===== config.mk =====
export PLATFORM = sky130hd
export DESIGN_NAME = opc_out_buf_flat
export DESIGN_NICKNAME = d
export VERILOG_FILES = /design/src/design/opc_pkg.sv /design/src/design/opc_if.sv /design/src/design/opc_out_buf.sv /design/src/flat_wrapper.sv
export SDC_FILE = /design/constraint.sdc
export NUM_CORES = 1
export LEC_CHECK = 0
export BUFFER_PORTS_ARGS = -buffer_cell sky130_fd_sc_hd__buf_4
export CELL_PAD_IN_SITES_DETAIL_PLACEMENT = 1
export CELL_PAD_IN_SITES_GLOBAL_PLACEMENT = 1
export CORE_UTILIZATION = 35
export DETAILED_ROUTE_END_ITERATION = 6
export HOLD_SLACK_MARGIN = 0.02
export PLACE_DENSITY = 0.66
export SLEW_MARGIN = 40
export SYNTH_ARGS = -nofsm -noshare
export SYNTH_HDL_FRONTEND = slang
export SYNTH_SLANG_ARGS = --single-unit

===== constraint.sdc =====
create_clock -name clk_i -period 1.3 [get_ports clk_i]
set_input_delay 0.13 -clock clk_i [delete_from_list [all_inputs] [get_ports clk_i]]
set_output_delay 0.13 -clock clk_i [all_outputs]
set_load 0.1 [all_outputs]

===== src/design/opc_pkg.sv =====
// Shared constants, types and helpers for the one-vs-rest linear classifier.
// Depends on nothing; every other file of the block imports it.
`default_nettype none

package opc_pkg;

  localparam int PIXEL_COUNT = 784;
  localparam int CLASS_COUNT = 10;
  localparam int WEIGHT_BITS = 16;

  localparam int ACT_W   = 1;
  localparam int CLASS_W = 4;
  localparam int WIDX_W  = 10;
  localparam int WVAL_W  = 16;
  localparam int PIX_W   = 8;

  localparam int PROD_W  = WEIGHT_BITS + PIX_W;
  localparam int SCORE_W = PROD_W + $clog2(PIXEL_COUNT + 1) + 1;
  localparam int POS_W   = $clog2(PIXEL_COUNT + 1);
  localparam int ADDR_W  = (PIXEL_COUNT > 1) ? $clog2(PIXEL_COUNT) : 1;

  typedef enum logic [ACT_W-1:0] {
    ACT_WEIGHT = 1'b0,
    ACT_PIXEL  = 1'b1
  } action_e;

  typedef struct packed {
    logic                             valid;
    action_e                          action;
    logic [CLASS_W-1:0]               class_index;
    logic [WIDX_W-1:0]                weight_index;
    logic signed [WVAL_W-1:0]         weight_value;
    logic [PIX_W-1:0]                 pixel_value;
    logic                             last_pixel;
    logic [CLASS_W-1:0]               true_label;
    logic signed [SCORE_W-1:0]        best_score;
    logic [CLASS_W-1:0]               best_class;
  } opc_tok_t;

  typedef struct packed {
    logic [CLASS_W-1:0] predicted_class;
    logic               is_mismatch;
  } opc_res_t;

  // wrap the 16-bit input weight into WEIGHT_BITS two's complement
  function automatic logic signed [WEIGHT_BITS-1:0] to_weight(
    input logic signed [WVAL_W-1:0] raw
  );
    logic signed [31:0] ext;
    ext = {{(32 - WVAL_W){raw[WVAL_W-1]}}, raw};
    return ext[WEIGHT_BITS-1:0];
  endfunction

endpackage

`default_nettype wire


===== src/design/opc_if.sv =====
// Valid/ready channel interfaces for the classifier: input items and results.
// Depends on opc_pkg for field widths.
`default_nettype none


interface opc_out_if;
  import opc_pkg::*;

  logic               valid;
  logic               ready;
  logic [CLASS_W-1:0] predicted_class;
  logic               is_mismatch;

  modport source (output valid, predicted_class, is_mismatch, input ready);
  modport sink (input valid, predicted_class, is_mismatch, output ready);
endinterface

`default_nettype wire


===== src/design/opc_out_buf.sv =====
// Two-entry result buffer between the cell chain and the result channel.
// Depends on opc_pkg and opc_if; room_o paces the whole chain.
`default_nettype none

module opc_out_buf (
  input  wire                 clk_i,
  input  wire                 rst_ni,
  input  wire                 push_i,
  input  opc_pkg::opc_res_t   res_i,
  output logic                room_o,
  opc_out_if.source           out_o
);
  import opc_pkg::*;

  opc_res_t   ent_q [2];
  logic       wr_ptr_q, rd_ptr_q;
  logic [1:0] cnt_q, cnt_d;
  logic       pop;

  assign pop    = out_o.valid && out_o.ready;
  assign room_o = cnt_q != 2'd2;

  always_comb begin
    cnt_d = cnt_q;
    unique case ({push_i, pop})
      2'b10:   cnt_d = cnt_q + 2'd1;
      2'b01:   cnt_d = cnt_q - 2'd1;
      default: cnt_d = cnt_q;
    endcase
  end

  always_ff @(posedge clk_i or negedge rst_ni) begin
    if (!rst_ni) begin
      cnt_q    <= '0;
      wr_ptr_q <= 1'b0;
      rd_ptr_q <= 1'b0;
    end else begin
      cnt_q <= cnt_d;
      if (push_i) begin
        wr_ptr_q <= ~wr_ptr_q;
      end
      if (pop) begin
        rd_ptr_q <= ~rd_ptr_q;
      end
    end
  end

  always_ff @(posedge clk_i) begin
    if (push_i) begin
      ent_q[wr_ptr_q] <= res_i;
    end
  end

  assign out_o.valid           = cnt_q != 2'd0;
  assign out_o.predicted_class = ent_q[rd_ptr_q].predicted_class;
  assign out_o.is_mismatch     = ent_q[rd_ptr_q].is_mismatch;

  a_no_overflow: assert property (@(posedge clk_i) disable iff (!rst_ni)
    push_i |-> cnt_q != 2'd2)
    else $error("result pushed into full buffer");

  a_full_holds: assert property (@(posedge clk_i) disable iff (!rst_ni)
    (cnt_q == 2'd2 && !pop) |=> cnt_q == 2'd2)
    else $error("full buffer changed without a pop");

endmodule

`default_nettype wire


===== src/flat_wrapper.sv =====
// flat-port wrapper written by rule: the top's interface ports become plain ports
module opc_out_buf_flat import opc_pkg::*;
  (clk_i, rst_ni, push_i, res_i, room_o, out_o_valid, out_o_predicted_class, out_o_is_mismatch, out_o_ready);
  opc_out_if out_o_i ();
  input  wire clk_i;
  input  wire rst_ni;
  input  wire push_i;
  input  opc_pkg::opc_res_t res_i;
  output logic room_o;
  output wire logic [$bits(out_o_i.valid)-1:0] out_o_valid;
  output wire logic [$bits(out_o_i.predicted_class)-1:0] out_o_predicted_class;
  output wire logic [$bits(out_o_i.is_mismatch)-1:0] out_o_is_mismatch;
  input wire logic [$bits(out_o_i.ready)-1:0] out_o_ready;
  assign out_o_valid = out_o_i.valid;
  assign out_o_predicted_class = out_o_i.predicted_class;
  assign out_o_is_mismatch = out_o_i.is_mismatch;
  assign out_o_i.ready = out_o_ready;
  opc_out_buf u_core (.clk_i(clk_i), .rst_ni(rst_ni), .push_i(push_i), .res_i(res_i), .room_o(room_o), .out_o(out_o_i));
endmodule

After elaboration in Yosys (flattened, before gate mapping)
Memories as Yosys holds them, arrays and structs flattened.
Index checks and enable logic that the tools add are counted.
Widths: inputs -> output; s select.
Operators by class
  add/sub/neg operators: 2
  equal/unequal tests: 3
  muxes and demuxes: 3
  bitwise gates (word level): 2
  reductions and logical operators: 3
Operator list (count)
  $pmux 2 s2: 1
  $reduce_bool 2->1: 2
  $add 2x1->2 const B: 1
  $eq 2x1->1 const B: 1
  $eq 2x2->1 const B: 1
  $mux 1: 2
  $ne 2x2->1 const B: 1
  $not 1->1: 2
  $sub 2x1->2 const B: 1
  $logic_and 1x1->1: 1
Storage, ports and cells
  flip-flop bits (word level): 4
  bits in writable memories: 10
  word-level logic and storage cells: 17
  memories kept: 1
Memory list
  u_core.ent_q: words 2, width 5, read ports 1, clocked after Yosys merged registers in 0, wr ports 1, line opc_out_buf.sv:15  | opc_res_t ent_q [2];

Depth between registers and ports, before layout
Gate-level depths: netlist of run 1.
  word-level depth: 4
  gate-level depth with buffers: 6
  mapped depth without buffers: 6

Worst setup path before layout of run 1
OpenSTA, ideal clock, no wires.
  path kind: reg2reg
  from: reg u_core.cnt_q[0]
  to: reg u_core.cnt_q[1]
  arrival: 1.539 ns
  setup slack: -0.319 ns
  stages on the path, launching flop included: 6
  path buffers: 0
  cells stage by stage: dfrtp_1 -> or2_4 -> and2_4 -> ha_1 -> nor2_1 -> xor2_1
On the way
  longest elaborated chain between the ends: 4
  elaborated cells between the ends (all ways): 8
RTL lines
  from (decl): line opc_out_buf.sv:17  | logic [1:0] cnt_q, cnt_d;
  from (signal assigned): line opc_out_buf.sv:38  | cnt_q <= cnt_d;
  $reduce_bool 2->1 (*): line opc_out_buf.sv:54  | assign out_o.valid = cnt_q != 2'd0;
  named net out_o_valid: line flat_wrapper.sv:10  | output wire logic [$bits(out_o_i.valid)-1:0] out_o_valid;
  $logic_and 1x1->1 (*): line opc_out_buf.sv:20  | assign pop = out_o.valid && out_o.ready;
  named net u_core.pop: line opc_out_buf.sv:18  | logic pop;
  $eq 2x1->1 or $eq 2x2->1 (tied branches): line opc_out_buf.sv:25  | unique case ({push_i, pop})
  $pmux 2 s2 or $reduce_bool 2->1 (tied branches)
Mark *: on every way through the listed nets, which the timed path passes. The rest lies on a longest branch.
A chain may end at the register's enable or synchronous reset.

Final worst setup path of run 1
  from: reg u_core.cnt_q[0]
  to: reg u_core.cnt_q[1]
On the way
  longest elaborated chain between the ends: 4
  elaborated cells between the ends (all ways): 8
RTL lines (line)
  $reduce_bool 2->1 (*): opc_out_buf.sv:54
  $logic_and 1x1->1 (*): opc_out_buf.sv:20
  named net u_core.pop: opc_out_buf.sv:18
  $eq 2x1->1 or $eq 2x2->1 (tied branches): opc_out_buf.sv:25
  $pmux 2 s2 or $reduce_bool 2->1 (tied branches)
Marks and branches as above.

==> results of run 1 <==
critical path, cell delays in order, from the launching register on:
cell and delay, ns:
dfrtp_1 0.40, or2_4 0.26, and2_4 0.15, ha_4 0.16
xnor2_2 0.18, nor2_2 0.05, xor2_1 0.13
flip-flops by register name (all words and copies together) (netlist names):
signal	flops
u_core.wr_ptr_q	1
u_core.ent_q	10
u_core.cnt_q	2
u_core.rd_ptr_q	1
cell usage in the layout (no fill, tap or decap), drive strengths merged:
cell and count:
buf 23, edfxtp 10, mux2 5, clkbuf 4, dfrtp 4, xor2 3
and2 2, nor2 2, xnor2 2, nand2b 1, inv 1, or2 1
ha 1, dlygate4sd3 1
cell type report:
class | instances | area (sq um) | area share [%]
multi-input cells | 17 | 184 | 20.9
well taps | 16 | 20.0 | 2.28
flip-flops and latches | 14 | 402 | 45.7
clock buffers | 4 | 26.3 | 2.99
repair buffers | 24 | 243 | 27.6
inverters | 1 | 3.75 | 0.427
per-layer routing:
metal | global-route usage, % | up-vias | part of all wire (%)
met4 | 7.74 | 0 | 0
met5 | 0 | - | 0
met2 | 27.5 | 9 | 56
met1 | 14.6 | 174 | 39
met3 | 3.02 | 0 | 4.8
li1 | - | 169 | -
how the worst min path moves through the flow:
stage                          to  slack (ns)     start
6_report       u_core.ent_q[0][1]        0.04  res_i[1]
5_1_grt        u_core.ent_q[1][0]        0.02  res_i[0]
4_1_cts        u_core.ent_q[1][0]        0.03  res_i[0]
3_5_place_dp      u_core.cnt_q[0]       -0.07    rst_ni
3_3_place_gp      u_core.cnt_q[1]       -0.07    rst_ni
2_1_floorplan     u_core.cnt_q[0]       -0.17    rst_ni
per-stage QoR:
step | hold WS [ns] | utilization (%) | cells | area, sq um
after floorplan | -0.166 | - | 33 | 572
after global placement | -0.0713 | 48.4 | 67 | 729
after detailed placement | -0.0659 | 48.4 | 67 | 729
after CTS | 0.0293 | 54.8 | 73 | 826
after global routing | 0.0233 | 58.3 | 76 | 878
final | 0.0410 | 58.3 | 76 | 878
cells by family (layout without fill, tap and decap cells):
family,after synthesis,after routing
adder cells (fa/ha/maj),1,1
multiplexers,5,5
XOR/XNOR,5,5
AND/OR/NAND/NOR,6,6
flip-flops,14,14
buffers and inverters,2,29
repair_timing:
item                                    CTS  global route
buffers inserted                          1             3
cloned                                    0             0
pin swaps                                 0             3
resized for setup                        13             7
hold buffers                              1             0
endpoints found under the setup margin    7             7
endpoints found under the hold margin     4             0
==> flow_summary.ini, run 1 <==
[drt]
via_per_inst = 4.63
first_iter_violations = 3
drc = 0
wire_per_inst_microns = 15.2
dr.pass1.iters = 2
ant_nets = 0
vias = 352
routed_wl_microns = 1160

[logic_synthesis]
netlist_top_cells_area = edfxtp_1 54%, dfrtp_1 18%, mux2_1 10%
synth_edf_count = 10
syn_nets = 43
yosys.area.top_type_share_pct = 53.7
synth_seq_cells = 14
synth_cell_types = 13
synth_mux_area_share_pct = 10.1
synth_top_family_by_area = multiplexers
synth_xor_area_share_pct = 7.83
yosysMostFrequentCell = edfxtp_1
synth_adder_area_share_pct = 2.24
synth-simple-area-share_pct = 6.71
async_flop_share_pct = 28.6
syn_area_per_cell_sq_um = 16.9
synth_common_cells = 10 x edfxtp_1, 5 x mux2_1, 4 x dfrtp_1, 3 x xor2_1
synthFlopType = edfxtp_1
synth_cells = 33
synth_seq_area_share_pct = 71.6
synth_top_cell_by_area = edfxtp_1
synth_compound_area_share_pct = 0
yosysWarnings = 0
synth_area_sq_um = 559

[clock_tree]
clk_latency_ns = 0.27
cts_made_buffers = 3
h-tree-depth = 1
cts.sinks = 14
cts_tree = done
cts-root-buf = clkbuf_4
cts.clk_slew.worst_paths_ns = 0.08
clockBufferDepth = 2

[worst_setup_path]
end_kind = flip-flop
worstPathArrival_ns = 1.59
critPathLaunch = u_core.cnt_q[0]
setup.worst_path.start_class = flip-flop
ff2ff_path_depth = 6
setup.worst_path.end = u_core.cnt_q[1]
crit_fanout = 2
path_class = flip-flop to flip-flop
regToRegSetupSlack_ns = -0.13
r2r-end = u_core.cnt_q[1]
worstReg2RegStart = u_core.cnt_q[0]
worst-endpoint-required_ns = 1.46

[sta]
hold_viol_final = 0
period_needed_ns = 1.43
report.final.slew_viol_count = 0
fin_crit_sh_pct = 110
setup_viol = 8
slew_headroom_pct = 82.6
fin_setup_tns_ns = -0.693
fmax_ghz = 0.698
worst_pin_slew_ns = 0.262
layout_setup_ws_ns = -0.132
rsz0062_at_grt = true
finClkSkew_ns = 0.00146

[floorplan]
die_w_microns = 42.0
die_h_microns = 42.0
coreArea_sq_mm = 0.00151
rows = 14
io_pins = 16
start_util_pct = 37.1
die-area_sq_mm = 0.00176

[run_status]
violations = setup timing
run_status = complete, but fails checks

[cells_and_area]
fillers = 139
drive_gt1_share_pct = 63.3
antenna_cells = 0
area_delta_synth_final_pct = 57.0
fin_nets = 71

[grt]
antenna_found_initial = 0
grt_pass1_vias = 414
grt_max_degree = 9
grt_pass1_wl_microns = 1800
grt-ovfl-total = 0
track_usage_pct = 14.5

[placed_design]
io_buffer_count = 15
routabilityCongestion = 0.707
pre_cts_slack_ns = -0.112

[min_path]
hold_class = input port to flip-flop
whs_path_depth = 1

[flow_run]
drv_cap = 0
Power of run 1 is left out: the tool's default activity adds up to more than one toggle a clock period on the data nets, which glitch-free logic cannot reach.
==> run 2: changes to the inputs <==
Settings changed: CTS_CLUSTER_DIAMETER from default to 60, SETUP_SLACK_MARGIN from default to 0.3.
==> flow_summary.ini, run 2 (synthesized netlist as in run 1, its figures left out) <==
[run_status]
run_status = complete, but fails checks
violations = setup timing

[clock_tree]
clockBufferDepth = 2
cts_tree = done
h-tree-depth = 1
cts.sinks = 14
cts-root-buf = clkbuf_4
clk_latency_ns = 0.28
cts.clk_slew.worst_paths_ns = 0.08
cts_made_buffers = 3

[min_path]
whs_path_depth = 1
hold_end = u_core.ent_q[1][2]
hold_class = input port to flip-flop
holdCritStartpoint = res_i[2]

[placed_design]
routabilityCongestion = 0.689
placed_area_sq_um = 741
io_buffer_count = 15
dp_hpwl_microns = 826

[worst_setup_path]
worstPathArrival_ns = 1.32
worstReg2RegStart = u_core.cnt_q[0]
max_stage_delay_ns = 0.38
path_class = flip-flop to primary output
end_kind = primary output
critPathBufInv = 4
worst-endpoint-required_ns = 1.17
cp_slowest_cell = dfrtp_1
cp_cell_sequence = buf_4 > buf_6 > buf_6 > nand2b_4 > buf_12
r2r-end = u_core.cnt_q[1]
regToRegSetupSlack_ns = -0.14
ff2ff_path_depth = 6
cp_common_cell = buf_6
crit_family = buffers and inverters
setup.worst_path.start_class = flip-flop
crit_fanout = 3

[drt]
routed_wl_microns = 1130
first_iter_violations = 2
wire_per_inst_microns = 14.6
drc = 0
dr.pass1.iters = 2
ant_nets = 0
via_per_inst = 4.65
vias = 358

[flow_run]
drv_cap = 0

[cells_and_area]
largest_registers = u_core.ent_q x10, u_core.cnt_q x2
largest_reg_flops = 10
antenna_cells = 0
final_cell_mix = 14 x buf_4, 10 x edfxtp_1, 7 x buf_12
area_delta_synth_final_pct = 70.5
postLayoutCellArea_sq_um = 953
drive_gt1_share_pct = 67.2
final_common_cell = buf_4
fin_nets = 72
regMostFlops = u_core.ent_q

[sta]
slew_headroom_pct = 86.9
fin_crit_sh_pct = 112
worst_pin_slew_ns = 0.197
period_needed_ns = 1.45
layout_setup_ws_ns = -0.154
rsz0062_at_grt = true
fmax_ghz = 0.688
report.final.slew_viol_count = 0
hold_viol_final = 0
setup_viol = 8
fin_setup_tns_ns = -0.886
finClkSkew_ns = 0.00674

[grt]
grt_pass1_wl_microns = 1920
grt-ovfl-total = 0
track_usage_pct = 15.3
antenna_found_initial = 0
grt_max_degree = 9
grt_pass1_vias = 407

[floorplan]
coreArea_sq_mm = 0.00151
start_util_pct = 37.1
io_pins = 16
die-area_sq_mm = 0.00176
rows = 14
die_w_microns = 42.0
die_h_microns = 42.0
run 2: metrics by stage:
stage | setup slack [ns] | util, % | hold WS, ns | cells
after CTS | -0.167 | 60.8 | 0.0228 | 74
final | -0.154 | 63.3 | 0.0285 | 77
after global routing | -0.215 | 63.3 | 0.0131 | 77
after detailed placement | -0.158 | 49.2 | -0.0709 | 66
after floorplan | -0.270 | - | -0.166 | 33
after global placement | -0.0743 | 49.2 | -0.0724 | 66
run 2: layout make-up:
class | instances | area, sq um
fill | 133 | 553
inverter | 1 | 3.75
multi-input combinational | 17 | 213
sequential | 14 | 402
clock buffer | 4 | 26.3
tap | 16 | 20.0
timing repair buffer | 25 | 289
run 2: worst register-to-register path: stages, from the launching register on:
cell and delay [ns]:
dfrtp_1 0.38, or2_4 0.26, and2_4 0.15, ha_4 0.16
xnor2_2 0.13, nor2_1 0.12, xor2_1 0.17
run 2: how the worst max path moves through the flow:
stage	end	startpoint	slack, ns	cells after the start
6_report	room_o	u_core.cnt_q[0]	-0.15	5
5_1_grt	u_core.cnt_q[1]	u_core.cnt_q[0]	-0.21	6
4_1_cts	u_core.cnt_q[1]	u_core.cnt_q[0]	-0.17	6
3_5_place_dp	u_core.cnt_q[1]	u_core.cnt_q[1]	-0.16	6
3_3_place_gp	u_core.cnt_q[1]	u_core.cnt_q[1]	-0.07	6
2_1_floorplan	u_core.cnt_q[1]	u_core.cnt_q[0]	-0.27	6
run 2: metal layers:
metal,up-vias,wire length (microns),GRT usage [%]
li1,173,-,-
met1,171,435,16.5
met2,10,621,27.5
met3,4,31,3.88
met4,0,39,7.74
met5,-,0,0
run 2: repair_timing:
action,CTS,global route
pin swaps,3,1
setup buffers,3,3
setup endpoints to repair,20,15
hold endpoints to repair,4,0
gates cloned,0,0
hold buffers,1,0
gates resized for setup,28,3
Power of run 2 is left out for the same reason.
